$ cat src/rtl/core/epcal_pkg.sv
// Shared types, constants and the month length table of the epoch to calendar converter.
package epcal_pkg;

   typedef enum logic [2:0] {
      ST_IDLE,
      ST_DAYS,
      ST_HOURS,
      ST_MINS,
      ST_YEARS,
      ST_MONTHS,
      ST_WRITE
   } state_type;

   localparam int unsigned SECS_PER_DAY  = 86400;
   localparam int unsigned SECS_PER_HOUR = 3600;
   localparam int unsigned SECS_PER_MIN  = 60;
   localparam int unsigned EPOCH_YEAR    = 1970;

   localparam logic [1:0] EPOCH_MOD4   = 2'(EPOCH_YEAR % 4);
   localparam logic [6:0] EPOCH_MOD100 = 7'(EPOCH_YEAR % 100);
   localparam logic [8:0] EPOCH_MOD400 = 9'(EPOCH_YEAR % 400);

   localparam logic [4:0] DAY_STEPS  = 5'd16;
   localparam logic [4:0] HOUR_STEPS = 5'd4;
   localparam logic [4:0] MIN_STEPS  = 5'd5;

   function automatic logic [4:0] month_len(input logic [3:0] idx, input logic leap);
      logic [4:0] len;
      case (idx)
         4'd0:    len = 5'd31;
         4'd1:    len = leap ? 5'd29 : 5'd28;
         4'd2:    len = 5'd31;
         4'd3:    len = 5'd30;
         4'd4:    len = 5'd31;
         4'd5:    len = 5'd30;
         4'd6:    len = 5'd31;
         4'd7:    len = 5'd31;
         4'd8:    len = 5'd30;
         4'd9:    len = 5'd31;
         4'd10:   len = 5'd30;
         4'd11:   len = 5'd31;
         default: len = 5'd31;
      endcase
      return len;
   endfunction

endpackage

$ cat src/rtl/core/epoch_seconds_to_calendar_core.sv
// Top level of the epoch seconds to Gregorian calendar converter.
// Restoring division splits the time into days, hours, minutes and seconds; then years and
// months are stepped off the day count; the write state loads the result, stalling while a
// held result is not taken. One beat at a time: the shared subtract and compare unit serves
// all steps. Range errors skip to the write state. A new beat is taken while a result waits.
// Synchronous active-high reset clears the sequencer, the result valid and the zone offset.
module epoch_seconds_to_calendar_core
   import epcal_pkg::*;
(
   input  logic        clock,
   input  logic        reset,
   input  logic        csr_wr_en,
   input  logic [4:0]  csr_wr_data,
   input  logic        req_valid,
   output logic        req_ready,
   input  logic [31:0] req_epoch_seconds,
   output logic        rsp_valid,
   input  logic        rsp_ready,
   output logic [11:0] rsp_cal_year,
   output logic [3:0]  rsp_cal_month,
   output logic [4:0]  rsp_cal_day,
   output logic [4:0]  rsp_cal_hour,
   output logic [5:0]  rsp_cal_minute,
   output logic [5:0]  rsp_cal_second,
   output logic        rsp_range_error
);

   localparam logic [33:0] DAY_OP  = 34'(SECS_PER_DAY);
   localparam logic [33:0] HOUR_OP = 34'(SECS_PER_HOUR);
   localparam logic [33:0] MIN_OP  = 34'(SECS_PER_MIN);

   state_type state_ff, state_in;
   logic [4:0]  zone_ff;
   logic [33:0] acc_ff, acc_in;
   logic [16:0] q_ff, q_in;
   logic [4:0]  k_ff, k_in;
   logic [16:0] day_ff, day_in;
   logic [4:0]  hour_ff, hour_in;
   logic [5:0]  minute_ff, minute_in;
   logic [5:0]  second_ff, second_in;
   logic [11:0] year_ff, year_in;
   logic [3:0]  month_ff, month_in;
   logic [1:0]  y4_ff, y4_in;
   logic [6:0]  y100_ff, y100_in;
   logic [8:0]  y400_ff, y400_in;
   logic        err_ff, err_in;
   logic        rsp_valid_ff, rsp_valid_in;
   logic        out_load;

   logic [11:0] rsp_cal_year_ff;
   logic [3:0]  rsp_cal_month_ff;
   logic [4:0]  rsp_cal_day_ff;
   logic [4:0]  rsp_cal_hour_ff;
   logic [5:0]  rsp_cal_minute_ff;
   logic [5:0]  rsp_cal_second_ff;
   logic        rsp_range_error_ff;

   logic signed [17:0] offset_secs;
   logic signed [33:0] adj_time;
   logic               leap;
   logic [33:0]        operand;
   logic [34:0]        diff;
   logic               ge;
   logic [16:0]        q_next;

   assign offset_secs = $signed({{13{zone_ff[4]}}, zone_ff}) * 18'sd3600;
   assign adj_time    = $signed({2'b00, req_epoch_seconds})
                      + $signed({{16{offset_secs[17]}}, offset_secs});

   assign leap = (y4_ff == 2'd0) && ((y100_ff != 7'd0) || (y400_ff == 9'd0));

   always_comb begin
      case (state_ff)
         ST_DAYS:   operand = DAY_OP << k_ff;
         ST_HOURS:  operand = HOUR_OP << k_ff;
         ST_MINS:   operand = MIN_OP << k_ff;
         ST_YEARS:  operand = leap ? 34'd366 : 34'd365;
         ST_MONTHS: operand = 34'(month_len(month_ff - 4'd1, leap));
         default:   operand = '0;
      endcase
   end

   assign diff   = {1'b0, acc_ff} - {1'b0, operand};
   assign ge     = ~diff[34];
   assign q_next = {q_ff[15:0], ge};

   always_comb begin
      state_in     = state_ff;
      acc_in       = acc_ff;
      q_in         = q_ff;
      k_in         = k_ff;
      day_in       = day_ff;
      hour_in      = hour_ff;
      minute_in    = minute_ff;
      second_in    = second_ff;
      year_in      = year_ff;
      month_in     = month_ff;
      y4_in        = y4_ff;
      y100_in      = y100_ff;
      y400_in      = y400_ff;
      err_in       = err_ff;
      out_load     = 1'b0;
      rsp_valid_in = rsp_valid_ff & ~rsp_ready;
      req_ready    = 1'b0;

      case (state_ff)
         ST_IDLE: begin
            req_ready = 1'b1;
            if (req_valid) begin
               acc_in   = adj_time;
               q_in     = '0;
               k_in     = DAY_STEPS;
               year_in  = 12'(EPOCH_YEAR);
               month_in = 4'd1;
               y4_in    = EPOCH_MOD4;
               y100_in  = EPOCH_MOD100;
               y400_in  = EPOCH_MOD400;
               err_in   = adj_time[33];
               state_in = adj_time[33] ? ST_WRITE : ST_DAYS;
            end
         end
         ST_DAYS: begin
            if (ge) acc_in = diff[33:0];
            q_in = q_next;
            k_in = k_ff - 5'd1;
            if (k_ff == 5'd0) begin
               day_in   = q_next;
               q_in     = '0;
               k_in     = HOUR_STEPS;
               state_in = ST_HOURS;
            end
         end
         ST_HOURS: begin
            if (ge) acc_in = diff[33:0];
            q_in = q_next;
            k_in = k_ff - 5'd1;
            if (k_ff == 5'd0) begin
               hour_in  = q_next[4:0];
               q_in     = '0;
               k_in     = MIN_STEPS;
               state_in = ST_MINS;
            end
         end
         ST_MINS: begin
            q_in = q_next;
            k_in = k_ff - 5'd1;
            if (ge) acc_in = diff[33:0];
            if (k_ff == 5'd0) begin
               minute_in = q_next[5:0];
               second_in = ge ? diff[5:0] : acc_ff[5:0];
               acc_in    = {17'd0, day_ff};
               state_in  = ST_YEARS;
            end
         end
         ST_YEARS: begin
            if (ge) begin
               acc_in  = diff[33:0];
               year_in = year_ff + 12'd1;
               y4_in   = y4_ff + 2'd1;
               y100_in = (y100_ff == 7'd99) ? 7'd0 : y100_ff + 7'd1;
               y400_in = (y400_ff == 9'd399) ? 9'd0 : y400_ff + 9'd1;
            end else begin
               state_in = ST_MONTHS;
            end
         end
         ST_MONTHS: begin
            if (ge && (month_ff != 4'd12)) begin
               acc_in   = diff[33:0];
               month_in = month_ff + 4'd1;
            end else begin
               day_in   = acc_ff[16:0] + 17'd1;
               state_in = ST_WRITE;
            end
         end
         ST_WRITE: begin
            if (!rsp_valid_ff || rsp_ready) begin
               out_load     = 1'b1;
               rsp_valid_in = 1'b1;
               state_in     = ST_IDLE;
            end
         end
         default: begin
            state_in = ST_IDLE;
         end
      endcase
   end

   always_ff @(posedge clock) begin
      if (reset) begin
         state_ff     <= ST_IDLE;
         rsp_valid_ff <= 1'b0;
         zone_ff      <= 5'd0;
      end else begin
         state_ff     <= state_in;
         rsp_valid_ff <= rsp_valid_in;
         if (csr_wr_en) zone_ff <= csr_wr_data;
      end
   end

   always_ff @(posedge clock) begin
      acc_ff    <= acc_in;
      q_ff      <= q_in;
      k_ff      <= k_in;
      day_ff    <= day_in;
      hour_ff   <= hour_in;
      minute_ff <= minute_in;
      second_ff <= second_in;
      year_ff   <= year_in;
      month_ff  <= month_in;
      y4_ff     <= y4_in;
      y100_ff   <= y100_in;
      y400_ff   <= y400_in;
      err_ff    <= err_in;
      if (out_load) begin
         rsp_range_error_ff <= err_ff;
         rsp_cal_year_ff    <= err_ff ? 12'd0 : year_ff;
         rsp_cal_month_ff   <= err_ff ? 4'd0 : month_ff;
         rsp_cal_day_ff     <= err_ff ? 5'd0 : day_ff[4:0];
         rsp_cal_hour_ff    <= err_ff ? 5'd0 : hour_ff;
         rsp_cal_minute_ff  <= err_ff ? 6'd0 : minute_ff;
         rsp_cal_second_ff  <= err_ff ? 6'd0 : second_ff;
      end
   end

   assign rsp_valid       = rsp_valid_ff;
   assign rsp_cal_year    = rsp_cal_year_ff;
   assign rsp_cal_month   = rsp_cal_month_ff;
   assign rsp_cal_day     = rsp_cal_day_ff;
   assign rsp_cal_hour    = rsp_cal_hour_ff;
   assign rsp_cal_minute  = rsp_cal_minute_ff;
   assign rsp_cal_second  = rsp_cal_second_ff;
   assign rsp_range_error = rsp_range_error_ff;

endmodule

$ cat config.mk
export PLATFORM = sky130hd
export DESIGN_NAME = epoch_seconds_to_calendar_core
export DESIGN_NICKNAME = d
export VERILOG_FILES = /design/src/rtl/core/epcal_pkg.sv /design/src/rtl/core/epoch_seconds_to_calendar_core.sv
export SDC_FILE = /design/constraint.sdc
export NUM_CORES = 1
export LEC_CHECK = 0
export BUFFER_PORTS_ARGS = -buffer_cell sky130_fd_sc_hd__buf_2
export CORE_MARGIN = 2
export CORE_UTILIZATION = 48
export DETAILED_ROUTE_END_ITERATION = 10
export GPL_ROUTABILITY_DRIVEN = 0
export PLACE_DENSITY = 0.74
export SYNTH_ARGS = -nofsm -noshare
export SYNTH_HDL_FRONTEND = slang
export SYNTH_SLANG_ARGS = --single-unit
$ cat constraint.sdc
create_clock -name clock -period 5.9 [get_ports clock]
set_input_delay 1.475 -clock clock [delete_from_list [all_inputs] [get_ports clock]]
set_output_delay 1.475 -clock clock [all_outputs]
set_load 0.05 [all_outputs]
-- Word level (Yosys, flattened, before mapping)
Index checks and enable logic that the tools add are counted.
Widths: inputs -> output; s select.
- input port bits: 42
- output and inout bits: 41
- logic and storage cells: 143
- register bits after elaboration: 172
- multiplexer cells: 51
- reductions and logical operators: 29
- bitwise operators: 3
- add/sub/neg operators: 10
- equality and inequality tests: 23
- shift-type cells: 3
- multiply operators: 1
- operators by type and width (operator ; number):
    $pmux 34 s5 ; 1
    $mux 34 ; 4
    $pmux 34 s4 ; 1
    $pmux 16 s3 ; 1
    $sub 34x34->35 ; 1
    $add 33x18->34 ; 1
    $mux 17 ; 2
    $pmux 17 s2 ; 1
    $shl 12x5->34 const A ; 1
    $shl 17x5->34 const A ; 1
    $shl 6x5->34 const A ; 1
    $mux 16 ; 2
    $mux 9 ; 3
    $mux 12 ; 2
    $mux 3 ; 8
    $pmux 12 s2 ; 1
    $mux 7 ; 3
    $pmux 3 s7 ; 1
    $pmux 5 s4 ; 1
    $ne 2x2->1 const B ; 9
    $pmux 9 s2 ; 1
    $add 17x1->17 const B ; 1
    $mux 5 ; 3
    $mul 5x9->14 const B ; 1
    43 further kinds ; 69

-- Depth between registers and ports, before layout
Gate-level depths: netlist of the first run.
- word-level depth: 11
- mapped depth: 23
- gate-level depth less buffers: 22

-- Worst setup path before layout of the first run
OpenSTA, ideal clock, no wires.
- kind: register to register
- start: register state_ff[0]
- end: register acc_ff[0] (enable)
- setup slack: 58 ps
- path buffers: 7
- data required time: 5463 ps
- cell stages (with the launch flop): 23
- data arrival time: 5405 ps
- period minus slack after synthesis: 5842 ps
- setup time: 437 ps
- cells stage by stage: dfxtp_1 > clkbuf_1 > clkbuf_1 > clkbuf_1 > clkbuf_1 > clkbuf_1 > nor2_1 > a31oi_1 > nor2_1 > ha_1 > inv_1 > fa_1 > a21oi_1 > o21ai_0 > o21ai_1 > a211oi_1 > nor2_2 > nor2_1 > a41o_1 > buf_6 > buf_6 > a21oi_1 > a21oi_1
- longest elaborated chain between the ends: 7
- elaborated cells on any way between the ends: 15
- classes of those cells: 1 x add/sub; 7 x eq/ne; 1 x mux; 1 x bitwise; 5 x reduce/logical
- ends and longest elaborated chain (item ; RTL line ; source):
    from (decl) ; epoch_seconds_to_calendar_core.sv:32 ; state_type state_ff, state_in;
    from (signal assigned) ; epoch_seconds_to_calendar_core.sv:194 ; state_ff <= state_in;
    $eq 3x3->1, or another cell as far along ; epoch_seconds_to_calendar_core.sv:73 ; case (state_ff)
    $pmux 34 s5 * ; epoch_seconds_to_calendar_core.sv:73 ;
    $sub 34x34->35 * ; epoch_seconds_to_calendar_core.sv:83 ; assign diff = {1'b0, acc_ff} - {1'b0, operand};
    $not 1->1 * ; epoch_seconds_to_calendar_core.sv:84 ; assign ge = ~diff[34];
    net ge ; epoch_seconds_to_calendar_core.sv:63 ; logic ge;
    $logic_and 1x1->1 * ; epoch_seconds_to_calendar_core.sv:167 ; if (ge && (month_ff != 4'd12)) begin
    $ne 2x2->1 (no source line) * ; - ;
    $reduce_and 3->1 (no source line) * ; - ;
    to (signal assigned) ; epoch_seconds_to_calendar_core.sv:201 ; acc_ff <= acc_in;
    to (decl) ; epoch_seconds_to_calendar_core.sv:34 ; logic [33:0] acc_ff, acc_in;
Mark *: on every way through the listed nets, which the timed path passes. The rest lies on a longest branch.
A chain may end at the register's enable or synchronous reset.

-- Worst setup path in the final report of the first run
- start: register zone_ff[2]
- end: register acc_ff[30] (data pin)
- longest elaborated chain between the ends: 4
- ends and longest elaborated chain (item ; RTL line ; source):
    from (decl) ; epoch_seconds_to_calendar_core.sv:33 ; logic [4:0] zone_ff;
    from (signal assigned) ; epoch_seconds_to_calendar_core.sv:196 ; if (csr_wr_en) zone_ff <= csr_wr_data;
    $mul 5x9->14 ; epoch_seconds_to_calendar_core.sv:66 ; assign offset_secs = $signed({{13{zone_ff[4]}}, zone_ff}) * 18'sd3600;
    $add 33x18->34 ; epoch_seconds_to_calendar_core.sv:68 ; + $signed({{16{offset_secs[17]}}, offset_secs});
    $mux 34 ; epoch_seconds_to_calendar_core.sv:109 ; if (req_valid) begin
    $pmux 34 s4 ; epoch_seconds_to_calendar_core.sv:106 ; case (state_ff)
    net acc_in[30] ; epoch_seconds_to_calendar_core.sv:34 ;
The timed path passes the listed nets, and every way through them passes these cells. The select of a mux whose other input is x is not followed.

==> results by group, run 1 <==
Cells and area
  – Non-Filler Instances: 1768
  – ANT cells: 0
  – Multi-input gate area: 0.007108 mm²
  – Synth-to-layout area growth: 12.72%
  – Fill cells: 2270
  – Nets: 1563
  – Register area: 0.005075 mm²
  – Finished Core Util: 0.5470
  – Ratio of cells with drive above 1 in the final layout: 0.1361

Drt
  – Antenna-violating nets left: 0
  – Via count: 10540
  – Wire length per cell: 17.26 µm
  – Wirelength, routed: 30510 µm
  – # DRC: 0
  – First-pass detailed-route iteration total: 7
  – 1st-iter DRT viols: 1002
  – Avg Vias per Cell: 5.961

Clock tree
  – Clk sink count: 172
  – CTS buffer count: 17
  – CTS H-tree lvls: 4
  – CTS tree: yes
  – Later-pin clock latency in the skew report: 450 ps
  – Clock Path Buffers: 2
  – Clock slew at reported path FFs: 90 ps
  – Root Driver: clkbuf_16

Power and ir drop
  – Reg power frac: 0.284
  – Power Density: 542.6 mW/mm²
  – Leakage power: 5.495 nW
  – Sw power: 3.541 mW
  – Sw Ratio: 0.4605
  – Pint: 4.149 mW
  – VDD IR-drop max: 0.2632 mV
  – Logic gate share of total power: 0.560
  – Clock power share: 0.155

Synthesis
  – Adder-cell area share of the yosys netlist: 0.1053
  – Largest family of logic cells by synthesized area: compound AO/OA/AOI/OAI gates
  – Count of flip-flops with a built-in enable after synthesis: 163
  – Synthesized cell area: 0.01257 mm²
  – Dominant synthesized flop cell: edfxtp_1
  – YS warnings: 0
  – Simple-Gate Fraction of Synth Area: 0.1747
  – Multiplexer area fraction after synthesis: 0.008756
  – Post-synthesis share of cell area spent on xor and xnor gates: 0.06896
  – Count of state elements after synthesis: 172
  – Synth async-reset ratio: 0
  – Sequential-to-total area share from yosys stat: 0.4036
  – Yosys cell types: 78
  – Synth Area in Compound Gates: 0.2008
  – Syn Inst Count: 1348
  – Avg Cell Area, Syn: 9.328 µm²
  – Syn nets: 1491

Critical path
  – R2R Path Start: zone_ff[2]
  – CP delay by family, top: adder cells
  – CP Max Fanout: 6
  – Critical path's slowest cell: fa_1
  – Buffers plus inverters on the worst setup path: 3
  – Setup CP Type: register to register
  – Crit start category: register
  – Crit path from: zone_ff[2]
  – CP required: 6080 ps
  – Max stage delay on crit path: 530 ps
  – R2R cell count: 22
  – Crit. path cell count: 22
  – CP cell instances: fa_1, inv_1, fa_1, fa_1, inv_1, fa_1, a21oi_1, nor2_1, o21ai_1, nand3b_1, inv_2, ha_2, a21oi_4, o211ai_1, a21boi_1, nand2_1, o211ai_1, a21oi_2, a2111o_1, a31oi_2, xor2_1, o221ai_1
  – R2r endpoint: acc_ff[30]
  – Setup crit end: acc_ff[30]
  – Flop-to-flop setup slack: 340 ps
  – WP data arrival: 5740 ps
  – Worst Setup End Kind: register
  – Worst path most repeated cell: fa_1

Timing
  – Max_slew headroom: 0.3648
  – Fin crit share: 0.9427
  – Fmax: 179.8 MHz
  – Fin crit period: 5562 ps
  – Setup_tns: 0 ps
  – Final Hold Fails: 0
  – RSZ-0062 raised after global routing: yes
  – Final Hold Slack: 499.8 ps
  – Worst slew pin tran: 949.3 ps
  – Endpoints failing setup: 0
  – Clock Skews: 21.96 ps
  – Final slew viol count: 0

Status
  – Outcome: completed

Global routing
  – Largest net degree at the start of global routing: 40
  – Initial antenna violation count: 0
  – GR Util met2: 0.3579
  – Vias in the first global route: 10100
  – First-pass GRT wire length: 49980 µm
  – Grt peak-use layer: met2
  – Tot GR Track Use: 0.2205
  – GR Layer Usage met1: 0.2993
  – Met3 Use GR: 0.04123
  – GR Overflow Total: 0

Die
  – Starting density of the core: 0.4853
  – Die height: 165.9 µm
  – Die area: 0.02751 mm²
  – Core footprint: 0.02591 mm²
  – Row cnt: 59
  – Chip Width: 165.9 µm
  – I/O Pins: 83

Placement
  – Number of port buffers: 82
  – Dpl hpwl: 22110 µm
  – Placed Cells: 1736

Min path
  – Worst Hold Class: register to register

Flow run
  – Max Cap Viol: 0
[power groups by stage]
stage / clock network [mW] / logic (mW) / registers, mW
CTS: 1.21 / 4.24 / 2.18
floorplan: 0 / 3.29 / 2.07
global route: 1.25 / 4.76 / 2.23
detailed placement: 0 / 4.18 / 2.20
global placement: 0 / 4.11 / 2.19
finish: 1.19 / 4.31 / 2.19
[layer usage]
metal / vias up / wire [µm]
li1: 5116 / -
met1: 4959 / 13910
met2: 397 / 13810
met3: 67 / 2127
met4: 0 / 659
met5: - / 0
[cell usage in the layout, fill, tap and decap left out, types with 23 or more instances in the layout]
master / instances
inv_1: 49
xor2_1: 40
a21oi_1: 94
nand3_1: 39
edfxtp_1: 163
nor3_1: 28
buf_2: 82
nor2b_1: 45
nand2_1: 138
xnor2_1: 58
nor2_1: 116
buf_4: 33
and2_1: 23
a21o_1: 32
ha_1: 91
o21ai_0: 94
[synth_stat cells (all sizes together) (23+ instances only)]
| cell | number | area share |
|---|---|---|
| a21oi | 103 | 0.042 |
| nor2b | 45 | 0.022 |
| a21o | 32 | 0.019 |
| clkbuf | 56 | 0.017 |
| nor2 | 120 | 0.037 |
| nand2 | 138 | 0.041 |
| xnor2 | 59 | 0.041 |
| inv | 51 | 0.015 |
| nor3 | 28 | 0.011 |
| edfxtp | 163 | 0.39 |
| ha | 93 | 0.093 |
| and2 | 23 | 0.011 |
| o21ai | 97 | 0.039 |
| xor2 | 40 | 0.028 |
| nand3 | 39 | 0.016 |
[flip-flops by register name (all words and copies together), names as in the netlist, 6 cells and up]
name            cells
q_ff               16
rsp_cal_year       12
minute_ff           6
acc_ff             34
y400_ff             9
rsp_cal_second      6
y100_ff             7
second_ff           6
day_ff             17
rsp_cal_minute      6
year_ff            12
[worst min-delay path by stage]
stage	start	to	slack, ps	depth (start not counted)
after floorplan	q_ff[4]	minute_ff[5]	440	0
final	q_ff[4]	minute_ff[5]	500	0
after global placement	q_ff[4]	minute_ff[5]	470	0
after global routing	q_ff[4]	minute_ff[5]	530	0
after CTS	q_ff[4]	minute_ff[5]	500	0
after detailed placement	q_ff[4]	minute_ff[5]	480	0
[area by class of cell]
class                   instances  share of cell area
inverters                      53             0.01404
multi-input cells            1057              0.5015
repair buffers                119             0.05208
flip-flops and latches        172              0.3581
well taps                     335             0.02957
clock buffers                  17             0.03001
clock inverters                15             0.01474
[cell families after synthesis]
| family | after synthesis |
|---|---|
| AND/OR/NAND/NOR | 463 |
| AO/OA/AOI/OAI | 384 |
| flip-flops | 172 |
| buffers and inverters | 119 |
| adder cells (fa/ha/maj) | 101 |
| XOR/XNOR | 99 |
| multiplexers | 10 |
[what timing repair did]
item | 4_1_cts | 5_1_grt
gates resized for setup | 0 | 17
hold buffers | 0 | 0
setup endpoints to repair | 0 | 7
buffers inserted | 0 | 0
[metrics by stage]
step	setup WS, ps	power, mW	instance area [µm²]
finish	338.0	7.690	14170
global route	-34.45	8.245	14170
CTS	74.79	7.632	14110
detailed placement	120.5	6.382	13470
global placement	254.3	6.303	13470
floorplan	58.08	5.356	12570
No activity file was read; power rests on OpenSTA's default activity.
==> run 2: changes to the inputs <==
--- a/config.mk
+++ b/config.mk
@@ -11,5 +11,5 @@
 export DETAILED_ROUTE_END_ITERATION = 10
 export GPL_ROUTABILITY_DRIVEN = 0
-export PLACE_DENSITY = 0.74
+export PLACE_DENSITY_LB_ADDON = 0.12
 export SYNTH_ARGS = -nofsm -noshare
 export SYNTH_HDL_FRONTEND = slang
==> constraint.sdc (replaced) <==
create_clock -name clock -period 5.9 [get_ports clock]
set_input_delay 1.475 -clock clock [delete_from_list [all_inputs] [get_ports clock]]
set_output_delay 1.475 -clock clock [all_outputs]
set_load 0.005 [all_outputs]
==> results by group, run 2 (synthesis results as in run 1) <==
Timing
  – Max_slew headroom: 0.3482 (-0.01653)
  – Worst slew pin tran: 974.0 ps (+24.71 ps)
  – Final Hold Slack: 504.5 ps (+4.760 ps)
  – Fin crit share: 0.9459 (+0.003176)
  – RSZ-0062 raised after global routing: yes
  – Clock Skews: 26.79 ps (+4.827 ps)
  – Setup_tns: 0 ps (unchanged)
  – Final Hold Fails: 0 (unchanged)
  – Final slew viol count: 0 (unchanged)
  – Fmax: 179.2 MHz (-0.34%)
  – Endpoints failing setup: 0 (unchanged)
  – Fin crit period: 5581 ps (+18.74 ps)

Die
  – Chip Width: 165.9 µm (unchanged)
  – Row cnt: 59 (unchanged)
  – Die height: 165.9 µm (unchanged)
  – Die area: 0.02751 mm² (unchanged)
  – I/O Pins: 83 (unchanged)
  – Core footprint: 0.02591 mm² (unchanged)
  – Starting density of the core: 0.4853 (unchanged)

Power and ir drop
  – Logic gate share of total power: 0.561 (about the same)
  – Pint: 4.131 mW (-0.43%)
  – Leakage power: 5.483 nW (-0.21%)
  – Power Density: 539.9 mW/mm² (-0.49%)
  – Sw Ratio: 0.4579 (-0.002618)
  – Clock power share: 0.156 (about the same)
  – Sw power: 3.489 mW (-1.5%)
  – Reg power frac: 0.283 (about the same)
  – VDD IR-drop max: 0.2721 mV (+3.4%)

Critical path
  – Worst path most repeated cell: fa_1
  – CP required: 6080 ps (about the same)
  – Setup CP Type: register to register
  – Critical path's slowest cell: fa_1
  – CP Max Fanout: 7 (+1)
  – Flop-to-flop setup slack: 320 ps (-20 ps)
  – CP cell instances: fa_1, inv_1, fa_1, fa_1, inv_1, fa_1, a21oi_1, nor2_1, o21ai_0, nand3b_1, inv_2, ha_2, a21oi_1, o211ai_1, a21boi_1, nand2_1, o211ai_1, a21oi_2, a2111o_1, a31oi_2, xor2_1, o221ai_1
  – R2R cell count: 22 (unchanged)
  – R2R Path Start: zone_ff[2]
  – Max stage delay on crit path: 530 ps (about the same)
  – Crit start category: register
  – Buffers plus inverters on the worst setup path: 3 (unchanged)
  – Worst Setup End Kind: register
  – CP delay by family, top: adder cells
  – WP data arrival: 5760 ps (+20 ps)
  – R2r endpoint: acc_ff[30]

Placement
  – Number of port buffers: 82 (unchanged)
  – Dpl hpwl: 22570 µm (+2.1%)
  – Placed Cells: 1735 (-0.058%)

Clock tree
  – CTS buffer count: 17 (unchanged)
  – Clk sink count: 172 (unchanged)
  – Clock Path Buffers: 2 (unchanged)
  – Clock slew at reported path FFs: 90 ps (about the same)
  – CTS tree: yes
  – Cts hold-fix bufs: 0 (unchanged)
  – Root Driver: clkbuf_16
  – CTS H-tree lvls: 4 (unchanged)
  – Later-pin clock latency in the skew report: 460 ps (about the same)

Min path
  – Worst Hold Class: register to register
  – Worst Hold Path EP: minute_ff[5]
  – Hold path startpoint: q_ff[4]
  – Hold path cells: 0 (unchanged)

Global routing
  – Initial antenna violation count: 0 (unchanged)
  – GR Layer Usage met1: 0.3179 (+0.01864)
  – Vias in the first global route: 9833 (-2.6%)
  – Met3 Use GR: 0.03217 (-0.009056)
  – First-pass GRT wire length: 50180 µm (+0.40%)
  – Tot GR Track Use: 0.2227 (+0.002200)
  – Grt peak-use layer: met2
  – Largest net degree at the start of global routing: 40 (unchanged)
  – GR Util met2: 0.3489 (-0.009020)
  – GR Overflow Total: 0 (unchanged)

Cells and area
  – Non-Filler Instances: 1768 (unchanged)
  – Commonest non-fill, non-tap cells in the layout: edfxtp_1 (163), nand2_1 (138), nor2_1 (117)
  – Commonest non-fill, non-tap cell in the layout: edfxtp_1
  – Max reg flops: 34 (unchanged)
  – Largest Register: acc_ff
  – Ratio of cells with drive above 1 in the final layout: 0.1319 (-0.004187)
  – Nets: 1563 (unchanged)
  – Fill cells: 2407 (+6.0%)
  – Top flop regs: acc_ff: 34 flops, day_ff: 17 flops, q_ff: 16 flops
  – ANT cells: 0 (unchanged)
  – Synth-to-layout area growth: 12.25%

Drt
  – Via count: 10310 (-2.2%)
  – Avg Vias per Cell: 5.830 (-2.2%)
  – Antenna-violating nets left: 0 (unchanged)
  – Wire length per cell: 17.26 µm (about the same)
  – First-pass detailed-route iteration total: 6 (-1)
  – 1st-iter DRT viols: 804 (-20%)
  – Wirelength, routed: 30520 µm (about the same)
  – # DRC: 0 (unchanged)

Status
  – Outcome: completed

Flow run
  – Max Cap Viol: 0 (unchanged)
[run 2: cell count changes in the layout (fill, tap and decap cells not counted), sizes merged]
| cell | change |
|---|---|
| clkinv | +2 |
| inv | -2 |
[run 2: power groups by stage]
stage	clock [mW]	combinational, mW	sequential (mW)
floorplan	0	3.27	2.05
global placement	0	4.17	2.18
detailed placement	0	4.22	2.18
CTS	1.21	4.25	2.16
global route	1.26	4.77	2.21
finish	1.19	4.28	2.16
[run 2: how the worst max path moves through the flow]
stage	endpoint	cells after the start	from	slack, ps
5_1_grt	acc_ff[30]	22	zone_ff[2]	-50
6_report	acc_ff[30]	22	zone_ff[2]	320
3_5_place_dp	acc_ff[30]	22	zone_ff[2]	160
4_1_cts	acc_ff[30]	22	zone_ff[2]	110
2_1_floorplan	acc_ff[0]	22	state_ff[0]	60
3_3_place_gp	acc_ff[30]	22	zone_ff[2]	220
[run 2: repair_timing]
item | 4_1_cts | 5_1_grt
setup endpoints to repair | 0 | 6
resized for setup | 0 | 8
setup buffers | 0 | 1
[run 2: through the flow]
step                setup WS [ps]  power (mW)  utilization  area [µm²]
floorplan                   58.08       5.320            -       12570
global placement            219.4       6.346       0.5187       13440
detailed placement          155.8       6.394       0.5187       13440
CTS                         112.2       7.625       0.5434       14080
global route               -54.02       8.240       0.5447       14110
finish                      319.3       7.620       0.5447       14110
[run 2: routing by layer]
metal	share of wire	vias to the layer above
li1	-	5118
met3	0.047	42
met5	0	-
met4	0.019	0
met2	0.46	296
met1	0.48	4852
[run 2: layout make-up]
| cell class | instances | area [µm²] | area share |
|---|---|---|---|
| timing repair buffer | 119 | 713.2 | 0.05053 |
| tap | 335 | 419.2 | 0.02970 |
| sequential | 172 | 5075 | 0.3595 |
| multi-input combinational | 1057 | 7069 | 0.5008 |
| inverter | 53 | 198.9 | 0.01409 |
| clock inverter | 15 | 214.0 | 0.01516 |
| clock buffer | 17 | 425.4 | 0.03014 |
==> run 3: changes to the inputs <==
Settings changed: CORE_MARGIN 2 to unset.
==> results by group, run 3 (synthesis results as in run 1) <==
Die
  – Core footprint: 0.02547 mm² (-1.7%)
  – Die height: 163.9 µm (-1.2%)
  – Starting density of the core: 0.4937 (+0.008367)
  – I/O Pins: 83 (unchanged)
  – Chip Width: 163.9 µm (-1.2%)
  – Die area: 0.02685 mm² (-2.4%)
  – Row cnt: 58 (-1.7%)

Clock tree
  – CTS H-tree lvls: 4 (unchanged)
  – CTS tree: yes
  – Clock Path Buffers: 2 (unchanged)
  – Cts hold-fix bufs: 0 (unchanged)
  – CTS buffer count: 17 (unchanged)
  – Clock slew at reported path FFs: 80 ps (about the same)
  – Later-pin clock latency in the skew report: 450 ps (about the same)
  – Root Driver: clkbuf_16
  – Clk sink count: 172 (unchanged)

Drt
  – 1st-iter DRT viols: 820 (+2.0%)
  – Avg Vias per Cell: 5.867 (+0.62%)
  – First-pass detailed-route iteration total: 5 (-1)
  – # DRC: 0 (unchanged)
  – Wire length per cell: 17.34 µm (+0.48%)
  – Wirelength, routed: 30580 µm (+0.19%)
  – Via count: 10340 (+0.34%)
  – Antenna-violating nets left: 0 (unchanged)

Cells and area
  – Top flop regs: acc_ff: 34 flops, day_ff: 17 flops, q_ff: 16 flops
  – ANT cells: 0 (unchanged)
  – Synth-to-layout area growth: 12.12%
  – Finished Core Util: 0.5535 (+0.008753)
  – Ratio of cells with drive above 1 in the final layout: 0.1326 (+0.0006978)
  – Commonest non-fill, non-tap cell in the layout: edfxtp_1
  – Fill cells: 2310 (-4.0%)
  – Largest Register: acc_ff
  – Nets: 1563 (unchanged)
  – Commonest non-fill, non-tap cells in the layout: edfxtp_1 (163), nand2_1 (138), nor2_1 (117)
  – Max reg flops: 34 (unchanged)

Critical path
  – WP data arrival: 5720 ps (-40 ps)
  – CP Max Fanout: 5 (-2)
  – Worst Setup End Kind: register
  – Crit start category: register
  – CP required: 6080 ps (about the same)
  – Setup CP Type: register to register

Power and ir drop
  – Power Density: 541.3 mW/mm² (+0.27%)
  – VDD IR-drop max: 0.2517 mV (-7.5%)
  – Leakage power: 5.478 nW (about the same)

Global routing
  – Vias in the first global route: 9757 (-0.77%)
  – Initial antenna violation count: 0 (unchanged)
  – First-pass GRT wire length: 50160 µm (about the same)
  – GR Overflow Total: 0 (unchanged)
  – Tot GR Track Use: 0.2364 (+0.01373)
  – Largest net degree at the start of global routing: 40 (unchanged)

Timing
  – Fin crit period: 5547 ps (-34.02 ps)
  – Clock Skews: 15.85 ps (-10.93 ps)
  – Fmax: 180.3 MHz (+0.61%)
  – Worst slew pin tran: 924.6 ps (-49.45 ps)
  – Endpoints failing setup: 0 (unchanged)
  – RSZ-0062 raised after global routing: no
  – Final slew viol count: 0 (unchanged)
  – Setup_tns: 0 ps (unchanged)
  – Max_slew headroom: 0.3813 (+0.03309)
  – Final Hold Fails: 0 (unchanged)
  – Fin crit share: 0.9401 (-0.005766)

Status
  – Outcome: completed

Min path
  – Worst Hold Class: register to register

Placement
  – Number of port buffers: 82 (unchanged)
  – Dpl hpwl: 22430 µm (-0.64%)

Flow run
  – Max Cap Viol: 0 (unchanged)
## run 3: cell types whose count changed in the layout (fill, tap and decap cells not counted)
cell / delta
buf_12: +1
buf_4: -1
a21oi_2: +1
clkinvlp_4: +1
a21oi_1: -1
inv_6: -1
clkinv_8: -3
inv_12: -2
inv_8: +5
## run 3: worst paths after layout
| kind | startpoint | end | slack (ps) | cells after the start |
|---|---|---|---|---|
| setup / recovery | zone_ff[2] | acc_ff[30] | 350 | 22 |
| hold / removal | q_ff[4] | minute_ff[5] | 500 | 0 |
| setup reg to reg | zone_ff[2] | acc_ff[30] | 350 | 22 |
| hold reg to reg | q_ff[4] | minute_ff[5] | 500 | 0 |
## run 3: final cells by class
cell class                      count  area, µm²  area share
Tap cell                          330      412.9     0.02929
Timing Repair Buffer              119      725.7     0.05147
Clock buffer                       17      425.4     0.03017
Inverter                           53      198.9     0.01411
Clock inverter                     15      187.7     0.01331
Multi-Input combinational cell   1057       7073      0.5017
Sequential cell                   172       5075      0.3600
## run 3: timing repair
action	4_1_cts	5_1_grt
setup endpoints to repair	0	5
buffers inserted	0	2
resized for setup	0	9
## run 3: critical path, stage by stage, from the launching register on
cell and delay (ps):
dfxtp_1 330, fa_1 530, inv_1 50, fa_1 480, fa_1 510, inv_1 70
ha_1 290, a21o_1 150, a21oi_1 230, o21bai_1 90, a21oi_1 170, xnor2_1 150
ha_1 310, and2_1 170, and3_1 230, nand2_1 110, a211oi_1 80, o211ai_1 310
a21oi_2 130, a2111o_1 430, a31oi_2 180, xor2_1 160, o221ai_1 120
## run 3: report_power, final
part           switching (mW)  internal (mW)  leakage, nW
clock                   0.601          0.580        0.294
combinational            2.57           1.70         3.59
sequential              0.319           1.86         1.59
total                    3.49           4.14         5.48
## run 3: stage by stage
stage	instance area, µm²	power (mW)	instances	hold WS [ps]	worst slack (ps)
2_1_floorplan	12570	5.320	1348	440.9	58.08
3_3_place_gp	13440	6.347	1729	484.4	204.2
3_5_place_dp	13440	6.393	1729	461.0	111.9
4_1_cts	14050	7.617	1761	501.6	89.98
5_1_grt	14100	8.226	1763	524.4	12.38
6_report	14100	7.632	1763	498.1	353.3
## run 3: per-layer routing
metal | up-vias | GRT usage | part of all wire
met5 | - | 0 | 0
met3 | 37 | 0.03106 | 0.048
met4 | 0 | 0.06944 | 0.016
met1 | 4882 | 0.3296 | 0.47
met2 | 297 | 0.3823 | 0.46
li1 | 5127 | - | -
